==> src/drp_pkg.sv <==
package drp_pkg;
  localparam int CfgIdxW = 3;
  localparam logic [CfgIdxW-1:0] REG_OFFSET_X = 3'd0;
  localparam logic [CfgIdxW-1:0] REG_OFFSET_Y = 3'd1;
  localparam logic [CfgIdxW-1:0] REG_FOCAL = 3'd2;
  localparam logic [CfgIdxW-1:0] REG_INV_BASE = 3'd3;
  localparam logic [CfgIdxW-1:0] REG_DIV_OFF = 3'd4;
  localparam logic [CfgIdxW-1:0] REG_WIDTH = 3'd5;
  localparam int NumW = 49;
  localparam int DenW = 42;

  typedef struct packed {
    logic frame_start;
    logic [7:0] disparity;
    logic [7:0] blue;
    logic [7:0] green;
    logic [7:0] red;
  } pixel_t;

  typedef struct packed {
    logic signed [31:0] x_coord;
    logic signed [31:0] y_coord;
    logic signed [31:0] z_coord;
    logic [23:0] packed_colour;
    logic divide_by_zero;
  } point_t;

  typedef struct packed {
    logic signed [NumW-1:0] nx;
    logic signed [NumW-1:0] ny;
    logic signed [NumW-1:0] nz;
    logic signed [DenW-1:0] w;
    logic [23:0] colour;
  } job_t;

  typedef struct packed {
    logic [CfgIdxW-1:0] index;
    logic [31:0] data;
  } cfg_t;
endpackage

==> src/drp_if.sv <==
interface drp_pix_if;
  logic valid;
  logic ready;
  drp_pkg::pixel_t data;
  modport source (output valid, output data, input ready);
  modport sink (input valid, input data, output ready);
endinterface

interface drp_pt_if;
  logic valid;
  logic ready;
  drp_pkg::point_t data;
  modport source (output valid, output data, input ready);
  modport sink (input valid, input data, output ready);
endinterface

interface drp_cfg_if;
  logic valid;
  logic ready;
  drp_pkg::cfg_t data;
  modport source (output valid, output data, input ready);
  modport sink (input valid, input data, output ready);
endinterface

==> src/drp_front.sv <==
module drp_front #(
  parameter int MAX_WIDTH = 4096,
  parameter int MAX_HEIGHT = 4096
) (
  input logic clk,
  input logic rst,
  drp_pix_if.sink pix,
  drp_cfg_if.sink cfg,
  output logic job_valid,
  output drp_pkg::job_t job,
  input logic job_ready
);
  import drp_pkg::*;
  localparam int CW = $clog2(MAX_WIDTH + 1);
  localparam int CntW = $clog2(MAX_WIDTH);
  localparam int RowW = $clog2(MAX_HEIGHT);

  logic signed [31:0] offset_x, offset_y, focal_term, inverse_baseline, divisor_offset;
  logic [12:0] image_width;
  logic [CntW-1:0] column_count;
  logic [RowW-1:0] row_count;
  logic [CntW-1:0] col;
  logic [RowW-1:0] row;
  logic [CW:0] limit;
  logic signed [40:0] prod;
  logic take;

  assign cfg.ready = 1'b1;
  assign pix.ready = !job_valid || job_ready;
  assign take = pix.valid && pix.ready;
  assign col = pix.data.frame_start ? '0 : column_count;
  assign row = pix.data.frame_start ? '0 : row_count;

  always_comb begin
    if (image_width == 13'd0) limit = (CW+1)'(1);
    else if (32'(image_width) > 32'(MAX_WIDTH)) limit = (CW+1)'(MAX_WIDTH);
    else limit = (CW+1)'(image_width);
  end

  assign prod = $signed({1'b0, pix.data.disparity}) * inverse_baseline;

  always_ff @(posedge clk) begin
    if (rst) begin
      offset_x <= '0;
      offset_y <= '0;
      focal_term <= 32'sd65536;
      inverse_baseline <= '0;
      divisor_offset <= 32'sd65536;
      image_width <= 13'd640;
      column_count <= '0;
      row_count <= '0;
      job_valid <= 1'b0;
    end else begin
      if (cfg.valid) begin
        case (cfg.data.index)
          REG_OFFSET_X: offset_x <= cfg.data.data;
          REG_OFFSET_Y: offset_y <= cfg.data.data;
          REG_FOCAL: focal_term <= cfg.data.data;
          REG_INV_BASE: inverse_baseline <= cfg.data.data;
          REG_DIV_OFF: divisor_offset <= cfg.data.data;
          REG_WIDTH: image_width <= cfg.data.data[12:0];
          default: ;
        endcase
      end
      if (take) begin
        job_valid <= pix.data.disparity != 8'd0;
        if ((CW+1)'(col) + (CW+1)'(1) >= limit) begin
          column_count <= '0;
          row_count <= (32'(row) + 1 >= MAX_HEIGHT) ? '0 : row + 1'b1;
        end else begin
          column_count <= col + 1'b1;
          row_count <= row;
        end
      end else if (job_ready) begin
        job_valid <= 1'b0;
      end
    end
  end

  always_ff @(posedge clk) begin
    if (take) begin
      job.nx <= $signed(NumW'({col, 16'd0})) + NumW'(offset_x);
      job.ny <= $signed(NumW'({row, 16'd0})) + NumW'(offset_y);
      job.nz <= NumW'(focal_term);
      job.w <= DenW'(divisor_offset) - DenW'(prod);
      job.colour <= {pix.data.red, pix.data.green, pix.data.blue};
    end
  end
endmodule

==> src/drp_back.sv <==
module drp_back (
  input logic clk,
  input logic rst,
  input logic job_valid,
  input drp_pkg::job_t job,
  output logic job_ready,
  drp_pt_if.source pt
);
  import drp_pkg::*;
  localparam int QW = NumW + 16;
  localparam int StepW = $clog2(QW + 1);

  logic busy;
  logic [StepW-1:0] step;
  logic [1:0] lane;
  logic [QW-1:0] quo;
  logic [DenW:0] rem;
  logic [DenW-1:0] den;
  logic neg;
  logic signed [NumW-1:0] num;
  job_t cur;
  logic [DenW:0] trial;
  logic signed [QW:0] q_s;
  logic signed [31:0] res;

  assign job_ready = !busy && !pt.valid;
  assign num = (lane == 2'd0) ? cur.nx : (lane == 2'd1) ? cur.ny : cur.nz;
  assign trial = {rem[DenW-1:0], quo[QW-1]} - {1'b0, den};
  assign q_s = neg ? -$signed({1'b0, quo}) : $signed({1'b0, quo});

  always_comb begin
    if (cur.w == '0)
      res = (num > 0) ? 32'sh7FFFFFFF : (num < 0) ? 32'sh80000000 : 32'sd0;
    else if (q_s > $signed((QW+1)'(32'h7FFFFFFF))) res = 32'sh7FFFFFFF;
    else if (q_s < -$signed((QW+1)'(33'h80000000))) res = 32'sh80000000;
    else res = q_s[31:0];
  end

  always_ff @(posedge clk) begin
    if (rst) begin
      busy <= 1'b0;
      pt.valid <= 1'b0;
    end else begin
      if (pt.valid && pt.ready) pt.valid <= 1'b0;
      if (job_valid && job_ready) begin
        cur <= job;
        busy <= 1'b1;
        lane <= 2'd0;
        step <= '0;
        den <= job.w[DenW-1] ? -job.w : job.w;
        neg <= job.nx[NumW-1] ^ job.w[DenW-1];
        quo <= {(job.nx[NumW-1] ? -job.nx : job.nx), 16'd0};
        rem <= '0;
      end else if (busy) begin
        if (step != StepW'(QW)) begin
          if (!trial[DenW]) rem <= trial;
          else rem <= {rem[DenW-1:0], quo[QW-1]};
          quo <= {quo[QW-2:0], !trial[DenW]};
          step <= step + 1'b1;
        end else begin
          case (lane)
            2'd0: pt.data.x_coord <= res;
            2'd1: pt.data.y_coord <= res;
            default: pt.data.z_coord <= res;
          endcase
          step <= '0;
          rem <= '0;
          if (lane == 2'd0) begin
            neg <= cur.ny[NumW-1] ^ cur.w[DenW-1];
            quo <= {(cur.ny[NumW-1] ? -cur.ny : cur.ny), 16'd0};
          end else begin
            neg <= cur.nz[NumW-1] ^ cur.w[DenW-1];
            quo <= {(cur.nz[NumW-1] ? -cur.nz : cur.nz), 16'd0};
          end
          lane <= lane + 1'b1;
          if (lane == 2'd2) begin
            busy <= 1'b0;
            pt.valid <= 1'b1;
            pt.data.packed_colour <= cur.colour;
            pt.data.divide_by_zero <= cur.w == '0;
          end
        end
      end
    end
  end
endmodule

==> src/disparity_reprojection_to_points.sv <==
// A pixel transaction is registered in the front as a job, then the back end runs
// three 65-step restoring divisions, one after another, on one divider.
// The back end takes no new job while it divides or while a point waits to be
// taken; zero-disparity pixels are consumed without a point while the job slot is free.
// Reset: synchronous rst restores register defaults and clears counters.
module disparity_reprojection_to_points #(
  parameter int MAX_WIDTH = 4096,
  parameter int MAX_HEIGHT = 4096
) (
  input logic clk,
  input logic rst,
  drp_pix_if.sink pix,
  drp_cfg_if.sink cfg,
  drp_pt_if.source pt
);
  import drp_pkg::*;
  logic job_valid, job_ready;
  job_t job;

  drp_front #(.MAX_WIDTH(MAX_WIDTH), .MAX_HEIGHT(MAX_HEIGHT)) u_front (
    .clk, .rst, .pix, .cfg, .job_valid, .job, .job_ready
  );
  drp_back u_back (.clk, .rst, .job_valid, .job, .job_ready, .pt);
endmodule

==> src/flat_wrapper.sv <==
// flat-port wrapper written by rule: the top's interface ports become plain ports
module disparity_reprojection_to_points_flat import drp_pkg::*;
#(
  parameter int MAX_WIDTH = 4096,
  parameter int MAX_HEIGHT = 4096
)
  (clk, rst, pix_valid, pix_data, pix_ready, cfg_valid, cfg_data, cfg_ready, pt_valid, pt_data, pt_ready);
  drp_pix_if pix_i ();
  drp_cfg_if cfg_i ();
  drp_pt_if pt_i ();
  input logic clk;
  input logic rst;
  input wire logic [$bits(pix_i.valid)-1:0] pix_valid;
  input wire logic [$bits(pix_i.data)-1:0] pix_data;
  output wire logic [$bits(pix_i.ready)-1:0] pix_ready;
  input wire logic [$bits(cfg_i.valid)-1:0] cfg_valid;
  input wire logic [$bits(cfg_i.data)-1:0] cfg_data;
  output wire logic [$bits(cfg_i.ready)-1:0] cfg_ready;
  output wire logic [$bits(pt_i.valid)-1:0] pt_valid;
  output wire logic [$bits(pt_i.data)-1:0] pt_data;
  input wire logic [$bits(pt_i.ready)-1:0] pt_ready;
  assign pix_i.valid = pix_valid;
  assign pix_i.data = pix_data;
  assign pix_ready = pix_i.ready;
  assign cfg_i.valid = cfg_valid;
  assign cfg_i.data = cfg_data;
  assign cfg_ready = cfg_i.ready;
  assign pt_valid = pt_i.valid;
  assign pt_data = pt_i.data;
  assign pt_i.ready = pt_ready;
  disparity_reprojection_to_points #(.MAX_WIDTH(MAX_WIDTH), .MAX_HEIGHT(MAX_HEIGHT)) u_core (.clk(clk), .rst(rst), .pix(pix_i), .cfg(cfg_i), .pt(pt_i));
endmodule
==> config.mk <==
export PLATFORM = sky130hd
export DESIGN_NAME = disparity_reprojection_to_points_flat
export DESIGN_NICKNAME = d
export VERILOG_FILES = /design/src/drp_pkg.sv /design/src/drp_if.sv /design/src/drp_front.sv /design/src/drp_back.sv /design/src/disparity_reprojection_to_points.sv /design/src/flat_wrapper.sv
export SDC_FILE = /design/constraint.sdc
export NUM_CORES = 2
export LEC_CHECK = 0
export BUFFER_PORTS_ARGS = -buffer_cell sky130_fd_sc_hd__buf_4
export CORE_ASPECT_RATIO = 0.75
export CORE_MARGIN = 2
export CORE_UTILIZATION = 55
export DETAILED_ROUTE_END_ITERATION = 8
export PLACE_DENSITY = 0.71
export SYNTH_ARGS = -nofsm -noshare
export SYNTH_HDL_FRONTEND = slang
export SYNTH_SLANG_ARGS = --single-unit
==> constraint.sdc <==
create_clock -name clk -period 11.6 [get_ports clk]
set_input_delay 0.58 -clock clk [delete_from_list [all_inputs] [get_ports clk]]
set_output_delay 0.58 -clock clk [all_outputs]
set_load 0.005 [all_outputs]
Word-level counts from Yosys, hierarchy flattened
Index checks and enable logic that the tools add are counted.
{"block": "word_totals", "register_bits": 872, "input_bits": 73, "output_inout_bits": 124, "wordCells": 148}
{"block": "op_classes", "n_addsub": 15, "multipliers": 1, "n_lt_le_gt_ge": 7, "eq_ne": 9, "muxes": 45, "bitwise_logic": 7, "reduce_logical": 30}
{"op": "2-to-1 mux 65 bit", "count": 4}
{"op": "2-to-1 mux 49 bit", "count": 5}
{"op": "2-to-1 mux 32 bit", "count": 5}
{"op": "2-to-1 mux 42 bit", "count": 3}
{"op": "negator 49 bit", "count": 2}
{"op": "adder 29 x 32 -> 33 bit", "count": 2}
{"op": "greater-than comparator 66 x 32 -> 1 bit (second input constant)", "count": 1}
{"op": "less-than comparator 66 x 32 -> 1 bit (second input constant)", "count": 1}
{"op": "2-to-1 mux 66 bit", "count": 1}
{"op": "negator 65 -> 66 bit", "count": 1}
{"op": "2-to-1 mux 12 bit", "count": 5}
{"op": "greater-than comparator 49 x 1 -> 1 bit (second input constant)", "count": 1}
{"op": "less-than comparator 49 x 1 -> 1 bit (second input constant)", "count": 1}
{"op": "negator 32 -> 49 bit", "count": 1}
{"op": "subtractor 43 x 42 -> 43 bit", "count": 1}
{"op": "logical NOT 42 bit", "count": 1}
{"op": "negator 42 bit", "count": 1}
{"op": "subtractor 32 x 41 -> 42 bit", "count": 1}
{"op": "multiplier 9 x 32 -> 41 bit", "count": 1}
{"op": "2-to-1 mux 41 bit", "count": 1}
{"op": "adder 12 x 1 -> 13 bit (second input constant)", "count": 2}
{"op": "2-to-1 mux 13 bit", "count": 2}
{"op": "adder 12 x 1 -> 12 bit (second input constant)", "count": 2}
{"op": "AND reduction 5 bit", "count": 4}
{"op": "other kinds (28)", "count": 65}

Longest topological paths before layout
{"block": "depth", "depth_word": 7, "mapped_depth": 24, "mapped_depth_nobuf": 23}

Cells and area by module
Synthesis repeated with hierarchy kept, for this count alone.
{"block": "unflattened", "cells_unflattened": 4977, "hier_area_um2": 51199.1}
{"module": "drp_back", "instances": 1, "cells_each": 2273, "area_each_um2": 26105.0, "seq_area_each_um2": 14814.2}
{"module": "drp_front", "instances": 1, "cells_each": 2704, "area_each_um2": 25094.1, "seq_area_each_um2": 8888.5}

Least setup slack after synthesis
OpenSTA, ideal clock, no wires.
{"block": "synth_timing", "kind": "input -> register", "from": "input rst", "to": "register u_core.u_back.cur[0] (netlist name), enable pin", "setup_time_ps": 774, "t_arrival_ps": 9692, "required_time_ps": 10826, "setup_slack_ps": 1134, "path_stages": 4, "path_buffers": 3, "path_cell_list": "clkbuf_1 > clkbuf_1 > clkbuf_1 > nor2_1"}
{"block": "synth_between", "elab_chain_cells": 2}
{"item": "start: declaration", "line_no": "flat_wrapper.sv:12", "rtl": "input logic rst;"}
{"item": "inverter 1 bit (no source line)"}
{"item": "AND reduction 2 bit (no source line)"}
{"item": "end signal: assignment", "line_no": "drp_back.sv:46", "rtl": "cur <= job;"}
{"item": "end: declaration", "line_no": "drp_back.sv:21", "rtl": "job_t cur;"}
No other way between the ends.
A chain may end at the register's enable or synchronous reset.

Worst setup path in the final report
{"block": "layout_timing", "from": "register u_core.u_front.inverse_baseline[7]", "to": "register u_core.u_front.job[64] (netlist name)"}
{"block": "layout_between", "elab_chain_cells": 2}
{"item": "start: declaration", "line_no": "drp_front.sv:18", "rtl": "logic signed [31:0] offset_x, offset_y, focal_term, inverse_baseline, divisor_offset;"}
{"item": "start signal: assignment", "line_no": "drp_front.sv:59", "rtl": "REG_INV_BASE: inverse_baseline <= cfg.data.data;"}
{"item": "multiplier 9 x 32 -> 41 bit", "line_no": "drp_front.sv:40", "rtl": "assign prod = $signed({1'b0, pix.data.disparity}) * inverse_baseline;"}
{"item": "subtractor 32 x 41 -> 42 bit", "line_no": "drp_front.sv:85", "rtl": "job.w <= DenW'(divisor_offset) - DenW'(prod);"}
No other way between the ends.

==> reports/metrics.yaml <==
outcome:
  status: "completed"
worst_setup_path:
  r2r_cells: 18
  crit_fanout: 9
  crit_required_ns: 11.97
  ff2ff_setup_slack_ns: 5.07
  r2r-end: "u_core.u_front.job[64]"
  worstSetupEndpointType: "flip-flop"
  cp_data_arrival_time_ns: 6.90
  path_class: "reg2reg"
  r2r-start: "u_core.u_front.inverse_baseline[7]"
  crit_path_start_kind: "flip-flop"
pwr:
  leakage_uw: 0.02034
  swShare_pct: 28.54
  p_int_uw: 5629
  p_per_area_mw_per_mm2: 149.8
  power_frac_clock_pct: 33.9
  totalPowerFinal_uw: 7877
  seq_power_share_pct: 45.9
  power_frac_comb_pct: 20.2
  p_switching_uw: 2248
  vdd_drop_max_v: 0.00009566
synthesis:
  yosysSeqAreaShare_pct: 46.91
  yosysWarnings: 0
  yosysMostFrequentCell: "nand2_1"
  yosysUniqueCellTypes: 75
  async_flop_share_pct: 0
  synthTopCellsByCount: "611 x nand2_1, 607 x edfxtp_1, 526 x inv_1"
  synth-seq-cells: 807
  synthTopCellsByArea: "edfxtp_1 38%, fa_1 10%, dfxtp_1 8.4%, ha_1 4.9%, nand2_1 4.8%"
  yosys.area.top_type_share_pct: 38.46
  syn-instance-count: 4577
  syn_area_sq_mm: 0.04739
  synth_edf_count: 607
  syn_nets: 5079
  syn_area_per_cell_sq_um: 10.35
  synth_top_cell_by_area: "edfxtp_1"
  synthFlopType: "edfxtp_1"
clocking:
  htreeDepth: 3
  cts.clk_slew.worst_paths_ns: 0.07
  cts_buffers: 81
  post-cts-setup-buffer-count: 0
  cts_root_buf: "clkbuf_16"
  clkSinkCount: 807
  clk_latency_ns: 0.65
  cts_tree: "built"
  cts_resized: 0
  cts_hold_buf: 0
  clockBufferDepth: 3
sta:
  fin_setup_tns_ns: 0
  fin_crit_ns: 6.525
  max_clock_freq_mhz: 153.2
  hold_slack_ns: 0.1158
  setup_viol: 0
  hold_viol: 0
  maxSlewViolCount: 0
  relSlewSlack_pct: 23.28
  worstMarginPinSlew_ns: 1.151
  clock_skew_ns: 0.02219
  rsz0062_at_grt: "no"
  fin_crit_sh_pct: 56.25
floorplan:
  pin_count: 197
  num_rows: 93
  die_w_um: 342.9
  die_y_um: 258.2
  start_util_pct: 55.33
  design.die.area_sq_mm: 0.08855
  core-area_sq_mm: 0.08564
routing:
  detail-route-antenna-nets: 0
  wl_um: 113400
  drtIter0Drc: 3364
  vias_per_cell: 5.658
  num_vias: 33398
  first_pass_iters: 5
  wl_per_cell_um: 19.22
  drc: 0
global_routing:
  grt_pass1_vias: 31301
  antenna_found_initial: 1
  grt.total_usage_pct: 25.70
  grt_max_degree: 148
  grt_overflow: 0
  grt_pass1_wl_um: 179000
worst_hold_path:
  min-delay-start: "pix_data[6]"
  hp-class: "in2reg"
  whs_path_depth: 1
  holdPathEnd: "u_core.u_front.job[22]"
finish:
  drive_gt1_share_pct: 8.272
  antenna_cells: 0
  fin_nets: 5198
  design_area_sq_mm: 0.05258
  area_growth_pct: 10.96
  fin_cells: 5903
placed_design:
  placed_cell_area_sq_mm: 0.04988
  gp_congestion: 0.9367
  port_buffers: 195
  dp.cells: 5753
  dp_hpwl_um: 81730
run:
  cap_viol_max_count: 0
[state kept, by name, indices dropped and copies added, names as in the netlist, 32 cells and up]
register,count
u_core.u_back.cur,163
u_core.u_front.offset_x,32
u_core.u_front.offset_y,32
u_core.u_front.inverse_baseline,32
u_core.u_back.pt.data,121
u_core.u_back.rem,42
u_core.u_back.den,42
u_core.u_front.divisor_offset,32
u_core.u_back.quo,65
u_core.u_front.focal_term,32
u_core.u_front.job,164
[power groups by stage]
stage          Sequential, uW  Clock (uW)  Combinational [uW]
5_1_grt                  3640        2830                1780
3_5_place_dp             3670           0                1570
2_1_floorplan            3610           0                1220
4_1_cts                  3610        2710                1580
3_3_place_gp             3660           0                1540
6_report                 3620        2670                1590
[metrics by stage]
step | setup slack (ns) | util [%]
6_report | 5.075 | 61.40
5_1_grt | 4.650 | 61.40
4_1_cts | 5.083 | 61.40
3_5_place_dp | 4.702 | 58.24
3_3_place_gp | 4.792 | 58.24
2_1_floorplan | 1.134 | -
[placed cells by master (no fill, tap or decap), types with 13 or more instances in the layout]
master / synthesis / routed
o21bai_1: 13 / 13
nand2_1: 611 / 611
nand3_1: 62 / 60
xor2_1: 135 / 134
nor2b_1: 45 / 45
o21a_1: 20 / 20
a211oi_1: 75 / 75
nor3_1: 49 / 48
dfxtp_1: 200 / 200
edfxtp_1: 607 / 607
o31ai_1: 55 / 55
or4_1: 42 / 42
fa_1: 245 / 245
or2_2: 18 / 18
and2_1: 190 / 188
or3_1: 31 / 31
nand4_1: 31 / 31
mux2i_1: 40 / 40
and3_1: 44 / 44
o41ai_1: 34 / 34
o21ai_0: 160 / 160
xnor2_1: 152 / 152
nor2_1: 199 / 196
nor4_1: 41 / 41
clkbuf_16: 0 / 83
ha_1: 184 / 183
clkbuf_1: 176 / 21
nand2b_1: 27 / 27
buf_4: 1 / 224
inv_1: 526 / 525
a21oi_1: 328 / 328
a31oi_1: 16 / 16
a21o_1: 55 / 55
[how the worst max path moves through the flow]
stage                                             startpoint                     end  slack [ns]  cells past startpoint
after floorplan                                          rst    u_core.u_back.cur[0]        1.13                      4
after global placement                          pix_data[27]  u_core.u_front.job[64]        4.79                     21
after detailed placement                        pix_data[27]  u_core.u_front.job[64]        4.70                     19
after CTS                 u_core.u_front.inverse_baseline[7]  u_core.u_front.job[64]        5.08                     18
after global routing      u_core.u_front.inverse_baseline[8]  u_core.u_front.job[64]        4.65                     18
final                     u_core.u_front.inverse_baseline[7]  u_core.u_front.job[64]        5.07                     18
[worst max-delay path, stage by stage (launching register included)]
cell and delay [ns]:
dfxtp_1 0.43, and2_1 0.21, fa_1 0.53, inv_1 0.05, fa_1 0.54, fa_1 0.45, fa_1 0.54, inv_1 0.05
fa_1 0.53, inv_1 0.04, ha_1 0.39, nand3_1 0.12, a2111oi_0 0.76, o2111ai_1 0.28, a21oi_1 0.29, a31oi_1 0.25
a2bb2oi_1 0.23, nand4_1 0.12, or3b_2 0.44
[kinds of logic (layout without fill, tap and decap cells)]
| kind of cell | count (synthesis) | count (layout) | synth area share (%) |
|---|---|---|---|
| buffers and inverters | 716 | 902 | 5.695 |
| AOI/OAI and AO/OA | 855 | 855 | 11.16 |
| xor gates and xnor gates | 287 | 287 | 5.304 |
| and+or+nand+nor | 1436 | 1436 | 14.72 |
| other | 1 | 1 | 0.007913 |
| adders and majority gates | 429 | 429 | 15.21 |
| muxes | 46 | 46 | 0.9875 |
| DFF | 807 | 807 | 46.91 |
[final cells by class]
class                      count  area, sq um
fill                        7090        33060
multi-input combinational   3054        22530
sequential                   807        22230
clock buffer                 108         2211
inverter                     526         1979
timing repair buffer         226         1713
tap                         1140         1426
clock inverter                42        489.2
[per-layer routing]
metal  track usage (%)  share of wire, %
met2             36.09                42
met1             40.24                48
met4             6.429               2.3
met5                 0                 0
met3             5.551               8.4
(Power assumes the default switching activity.)
